### src/greedy_box_nms_defines.svh
// Assertion macros for the greedy box suppression block.
// No dependencies; included by the top level.
`ifndef GREEDY_BOX_NMS_DEFINES_SVH
`define GREEDY_BOX_NMS_DEFINES_SVH

// same-cycle implication
`define GBN_ASSERT_NOW(lbl, clk, rst, ante, cons) \
  lbl: assert property (@(posedge clk) disable iff (rst) (ante) |-> (cons)) \
    else $error("gbn assertion failed");

// next-cycle implication
`define GBN_ASSERT_NEXT(lbl, clk, rst, ante, cons) \
  lbl: assert property (@(posedge clk) disable iff (rst) (ante) |=> (cons)) \
    else $error("gbn assertion failed");

`endif

### src/gbn_pkg.sv
// Shared constants, register map and controller/datapath structs for the
// greedy box suppression block. No dependencies.
package gbn_pkg;

  localparam int MAX_KEPT  = 1024;
  localparam int KEPT_AW   = (MAX_KEPT > 1) ? $clog2(MAX_KEPT) : 1;
  localparam int CNT_W     = $clog2(MAX_KEPT + 1);
  localparam int COORD_W   = 16;
  localparam int AREA_W    = 2 * (COORD_W + 1);
  localparam int ENTRY_W   = 4 * COORD_W + AREA_W;
  localparam int BOX_CNT_W = 16;

  localparam int APB_AW = 4;
  localparam logic [1:0] REG_THRESH_NUM = 2'd0;
  localparam logic [1:0] REG_THRESH_DEN = 2'd1;
  localparam logic [1:0] REG_MAX_BOXES  = 2'd2;

  localparam logic [7:0]  THRESH_NUM_RST = 8'd7;
  localparam logic [7:0]  THRESH_DEN_RST = 8'd10;
  localparam logic [15:0] MAX_BOXES_RST  = 16'd6000;

  typedef struct packed {
    logic               load;
    logic               calc_area;
    logic               rd_en;
    logic [KEPT_AW-1:0] rd_addr;
    logic               wr_en;
    logic [KEPT_AW-1:0] wr_addr;
  } gbn_cmd_t;

  typedef struct packed {
    logic pipe_busy;
    logic suppressed;
  } gbn_stat_t;

endpackage

### src/gbn_ctrl.sv
// Controller: request sequencing, kept/box counters, scan of the kept store
// and the result register. Depends on gbn_pkg.
module gbn_ctrl (
  input  logic               clk,
  input  logic               rst,
  input  logic               in_valid,
  output logic               in_ready,
  input  logic               first_box,
  output logic               out_valid,
  input  logic               out_ready,
  output logic               keep,
  output logic               store_full,
  input  logic [15:0]        max_boxes,
  output gbn_pkg::gbn_cmd_t  cmd,
  input  gbn_pkg::gbn_stat_t stat
);
  import gbn_pkg::*;

  typedef enum logic [2:0] {
    ST_IDLE,
    ST_AREA,
    ST_SCAN,
    ST_DRAIN,
    ST_FINISH
  } state_t;

  state_t               state;
  logic [CNT_W-1:0]     kept_count;
  logic [BOX_CNT_W-1:0] box_count;
  logic [CNT_W-1:0]     idx;
  logic                 live;

  logic                 accept;
  logic                 fire;
  logic                 survive;
  logic                 full;
  logic [BOX_CNT_W-1:0] box_count_eff;

  assign in_ready      = (state == ST_IDLE);
  assign accept        = in_valid && in_ready;
  assign fire          = (state == ST_FINISH) && (!out_valid || out_ready);
  assign survive       = live && !stat.suppressed;
  assign full          = (kept_count == CNT_W'(MAX_KEPT));
  assign box_count_eff = first_box ? '0 : box_count;

  always_comb begin
    cmd.load      = accept;
    cmd.calc_area = (state == ST_AREA);
    cmd.rd_en     = (state == ST_SCAN);
    cmd.rd_addr   = idx[KEPT_AW-1:0];
    cmd.wr_en     = fire && survive && !full;
    cmd.wr_addr   = kept_count[KEPT_AW-1:0];
  end

  always_ff @(posedge clk) begin
    if (rst) begin
      state      <= ST_IDLE;
      kept_count <= '0;
      box_count  <= '0;
      idx        <= '0;
      live       <= 1'b0;
      out_valid  <= 1'b0;
      keep       <= 1'b0;
      store_full <= 1'b0;
    end else begin
      if (out_ready && !fire) begin
        out_valid <= 1'b0;
      end
      case (state)
        ST_IDLE: begin
          if (accept) begin
            if (first_box) begin
              kept_count <= '0;
              box_count  <= '0;
            end
            live  <= (box_count_eff < max_boxes);
            state <= ST_AREA;
          end
        end
        ST_AREA: begin
          idx <= '0;
          if (live && (kept_count != '0)) begin
            state <= ST_SCAN;
          end else begin
            state <= ST_FINISH;
          end
        end
        ST_SCAN: begin
          idx <= idx + 1'b1;
          if (idx + 1'b1 == kept_count) begin
            state <= ST_DRAIN;
          end
        end
        ST_DRAIN: begin
          if (!stat.pipe_busy) begin
            state <= ST_FINISH;
          end
        end
        ST_FINISH: begin
          if (fire) begin
            out_valid  <= 1'b1;
            keep       <= survive;
            store_full <= survive && full;
            if (survive && !full) begin
              kept_count <= kept_count + 1'b1;
            end
            if (box_count != '1) begin
              box_count <= box_count + 1'b1;
            end
            state <= ST_IDLE;
          end
        end
        default: begin
          state <= ST_IDLE;
        end
      endcase
    end
  end

endmodule

### config.mk
export PLATFORM = sky130hd
export DESIGN_NAME = gbn_ctrl
export DESIGN_NICKNAME = d
export VERILOG_FILES = /design/src/greedy_box_nms_defines.svh /design/src/gbn_pkg.sv /design/src/gbn_ctrl.sv
export SDC_FILE = /design/constraint.sdc
export NUM_CORES = 1
export LEC_CHECK = 0
export BUFFER_PORTS_ARGS = -buffer_cell sky130_fd_sc_hd__buf_2
export CAP_MARGIN = 30
export CORE_MARGIN = 2
export CORE_UTILIZATION = 45
export DETAILED_ROUTE_END_ITERATION = 8
export PLACE_DENSITY = 0.66
export SYNTH_ARGS = -nofsm -noshare
export SYNTH_HDL_FRONTEND = slang
export SYNTH_SLANG_ARGS = --single-unit
### constraint.sdc
create_clock -name clk -period 2.35 [get_ports clk]
set_input_delay 0.235 -clock clk [delete_from_list [all_inputs] [get_ports clk]]
set_output_delay 0.235 -clock clk [all_outputs]
set_load 0.01 [all_outputs]
### Word level (Yosys, flattened, before mapping)

Cells that the tools add are included.

| storage, ports and cells | value |
|---|---|
| output and inout port bits | 28 |
| input port bits | 23 |
| logic and storage cells | 69 |
| flip-flop bits (word level) | 45 |

| cells by class | value |
|---|---|
| add/sub/neg operators | 3 |
| magnitude comparators | 1 |
| eq/ne operators | 14 |
| muxes and demuxes | 20 |
| reductions and logical operators | 23 |

Operators with widths:

| operator | number |
|---|---|
| $mux 16 | 4 |
| $mux 11 | 4 |
| $pmux 11 s2 | 2 |
| $pmux 16 s2 | 1 |
| $add 11x1->11 const B | 2 |
| $add 16x1->16 const B | 1 |
| $lt 16x16->1 | 1 |
| $ne 16x16->1 const B | 1 |
| $mux 3 | 5 |
| $pmux 3 s5 | 1 |
| $eq 11x11->1 | 1 |
| $eq 11x11->1 const B | 1 |
| $reduce_bool 11->1 | 1 |
| $ne 2x1->1 const B | 5 |
| $logic_and 1x1->1 | 9 |
| $reduce_and 4->1 | 2 |
| $eq 3x2->1 const B | 2 |
| $reduce_and 5->1 | 1 |
| $logic_not 1->1 | 4 |
| $ne 2x2->1 const B | 2 |
| $reduce_and 2->1 | 2 |
| $reduce_bool 2->1 | 2 |
| $eq 3x1->1 const B | 1 |
| $eq 3x3->1 const B | 1 |
| other kinds (3) | 5 |

### Longest topological paths before layout

| depth | value |
|---|---|
| depth after elaboration | 8 |
| gate-level depth with buffers | 10 |
| mapped depth without buffers | 8 |

### Least setup slack after synthesis

OpenSTA, ideal clock, no wires.

| path | value |
|---|---|
| path type | input to register |
| from | input first_box |
| to | register live |
| cell stages on the path | 10 |
| path slack | 0.308 ns |
| arrival time | 1.982 ns |
| data required time | 2.290 ns |
| library setup time | 0.060 ns |
| buffers on the path | 2 |
| cell sequence | clkbuf_1 > clkbuf_1 > nor2b_1 > ha_1 > a21oi_1 > nor2_1 > a211oi_1 > o311ai_0 > o21ai_0 > a41o_1 |

| between the ends | value |
|---|---|
| longest elaborated chain between the ends | 2 |

Ends and longest elaborated chain:

| what | RTL line | source |
|---|---|---|
| start: declaration | gbn_ctrl.sv:8 | `input logic first_box,` |
| $mux 16 | n/a |  |
| $lt 16x16->1 | gbn_ctrl.sv:76 | `live <= (box_count_eff < max_boxes);` |
| end signal: assignment | gbn_ctrl.sv:76 |  |
| end: declaration | gbn_ctrl.sv:31 | `logic live;` |

Every way passes these cells.
A chain may end at the register's enable or synchronous reset.

==> run summary <==
The share of layout cells above drive strength 1 came out at 20.7%. The power consumption is 1.64 mW. For this run, the share of the core covered by cells in the final layout is 52.1%. The HPWL after detailed placement is 6260 um.

The diode insertion count for antenna repair came out at 0. The post-detailed-route DRC marker count is 0. In this run, the number of DRC markers left after iteration 0 of detailed routing was 134.

The distinct cell type count of the synthesized netlist came out at 59. The final sum of negative setup slack is 0 ns. After clock tree synthesis, the clock-pin slew on the worst setup and hold paths is 0.09 ns. The count of max-cap constraint violations came out at 0. Along the worst path, the maximum fanout reaches 3. The number of port buffers is 50. The hold buffer count at CTS came out at 0.

The clock net in this run drives a total of 45 sinks. The post-synthesis register bit count came out at 45. The number of global-route vias before repair came out at 2997.

The routability-driven placement congestion ratio is 0.907. The number of detailed-routing iterations run before antenna repair is 4. The maximum buffer depth of the clock tree came out at 2. The routed length per instance came out at 14.5 um.

The total count of hold-check failures in the final report is 0. TritonCTS built the clock tree. After layout, the minimum clock period comes to 2.27 ns. The final net count is 510. IR analysis of the VDD net gives a maximum drop of 0.000250 V. The full die area came out at 8030 um2. The count of pins over their slew limit came out at 0. The initial antenna violation count came to 0.

The final worst-path cycle share came out at 96.4%. In the layout the commonest cells are buf_2, dfxtp_1, nor2_1, nand2_1, a21oi_1. The wire length of the first global-routing pass came out at 13700 um.

The clock skew came out at 0.00977 ns. The power per standard cell area came out at 438 nW/um2. The number of enable-type register cells in the synthesized netlist is 0. The cell count after synthesis came out at 430.

The synthesized netlist occupies a cell area of 3300 um2. The leakage power figure is 1.55 nW. The sequential-to-total area share from yosys stat came out at 27.3%. Setup violations remaining at the end of the flow were counted as 0. When the netlist entered floorplanning its net count stood at 472. The fmax is 441 MHz. The Yosys warning count is 0. The number of H-tree levels is 2.

The signal on the critical path passes through inv_1, ha_1, or4b_4, nor4_4, nor2_2, o21ai_2, nor2_1, buf_2. The worst slew margin relative to its limit is 63.9%. STA classifies the critical path startpoint as a flip-flop. The vias after detailed routing is 3163. The layout overhead on the synthesized area is 13.3%. Measured along the y axis, the die boundary spans 89.6 um. The commonest non-fill, non-tap cell in the layout is buf_2.

The mean instance size in the synthesized netlist is 7.67 um2. The min-delay analysis places its worst path in the category input port to flip-flop. Data on the critical path arrives at its endpoint at 2.03 ns.

In the synthesized netlist the dominant register cell turns out to be dfxtp_1. The core footprint is 7180 um2. The largest net degree at the start of global routing came out at 41. The top-level port count is 51. The cell with the largest stage delay on the worst path is or4b_4. The top cell family by delay on the critical path is simple AND/OR/NAND/NOR gates.

The clock tree root driver cell is clkbuf_8. Row generation in the floorplan step produced 31 rows. The TritonCTS buffer count is 5. At the worst endpoint, the required time is 2.12 ns.

The die is 89.6 um wide. The post-detailed-route count of antenna-violating nets came out at 0. The starting density of the core came out at 46.0%.

The delay of the slowest cell on the worst path came out at 0.47 ns. The clock latency of the later-clocked register in the worst-skew pair came out at 0.31 ns. The setup path with the least slack is of type flip-flop to output port. The final hold slack is 0.323 ns. The flow ran to the end, and the final reports show no timing, DRC or antenna violations.

The number of buffers and inverters on the critical path is 2. After detailed routing, the total wire length is 8240 um. Counting the fill cells in the layout gives 704. The fraction of synthesis flops using an asynchronous set or reset pin came out at 0%. The overall fraction of global-route tracks in use is 21.6%. The slew of the pin with the lowest slew margin is 0.535 ns. Dividing the detail-routed via count by the number of cells gives 5.57. STA classifies the critical path endpoint as an output port. The total grt overflow is 0.
sequential cells by signal (all words and copies together), names as in the netlist:
register,count
out_valid,1
store_full,1
live,1
box_count,16
state,3
idx,11
kept_count,11
keep,1
worst paths after layout:
check / from / to / slack, ns / depth (start not counted)
hold reg to reg: box_count[9] / box_count[9] / 0.50 / 1
setup reg to reg: state[2] / box_count[5] / 0.22 / 6
hold / removal: stat[1] / state[1] / 0.32 / 3
setup / recovery: kept_count[0] / cmd[10] / 0.08 / 8
metrics by stage:
step / std cells / worst slack, ns / instance area, um2
floorplan: 430 / 0.308 / 3300
CTS: 568 / 0.00381 / 3720
global route: 568 / -0.00932 / 3740
global placement: 559 / 0.266 / 3580
detailed placement: 559 / 0.247 / 3580
finish: 568 / 0.0844 / 3740
cell type report:
| type | instances | area, um2 | share of cell area (%) |
|---|---|---|---|
| tap | 99 | 124 | 3.31 |
| clock buffer | 6 | 82.6 | 2.21 |
| sequential | 45 | 901 | 24.1 |
| multi-input combinational | 321 | 2100 | 56.1 |
| clock inverter | 2 | 37.5 | 1.00 |
| timing repair buffer | 71 | 408 | 10.9 |
| inverter | 24 | 90.1 | 2.41 |
what timing repair did:
| action | 4_1_cts | 5_1_grt |
|---|---|---|
| setup buffers | 1 | 0 |
| resized for setup | 3 | 3 |
| endpoints found under the hold margin | 0 | 0 |
| pin swaps | 2 | 1 |
| setup endpoints to repair | 1 | 3 |
| cloned | 0 | 0 |
tightest hold or removal path, stage by stage:
cell and delay [ns]:
buf_2 0.11, o21ai_0 0.15, a211oi_1 0.08
Yosys cell counts, types with 5 or more instances:
cell	number	area, um2
a31oi_1	5	31.3
nor2_1	44	165
a21o_1	5	37.5
nand2b_1	5	31.3
and3_1	9	56.3
a21oi_1	31	155
a22oi_1	5	37.5
xnor2_1	13	114
nand4_1	10	62.6
dfxtp_1	45	901
buf_4	21	158
nand2_1	31	116
nand3_1	18	90.1
clkbuf_1	13	48.8
o21ai_0	19	95.1
nor3_1	12	60.1
inv_1	22	82.6
xor2_1	6	52.6
ha_1	19	238
or3_1	7	43.8
nor2b_1	17	106
cells by family after synthesis:
logic type	count (synthesis)	share of synthesized area, %
AOI/OAI and AO/OA	97	19.7
DFF	45	27.3
xor gates and xnor gates	19	5.04
muxes	5	1.63
adders and majority gates	19	7.21
buffers and inverters	64	10.1
and+or+nand+nor	181	29.0
metal layers:
metal	track usage, %	share of wire, %	vias to the layer above
met4	6.24	1.5	0
met5	0	0	-
met3	4.48	5.9	14
met2	36.6	48	78
li1	-	-	1592
met1	27.7	45	1479
power breakdown:
part	internal, mW	total (mW)	switching (mW)	leakage, nW
Clock	0.346	0.632	0.286	0.0574
Combinational	0.0890	0.215	0.126	1.13
Sequential	0.771	0.789	0.0176	0.363
Total	1.21	1.64	0.430	1.55
Note: power is estimated with default switching activity, not from simulation.
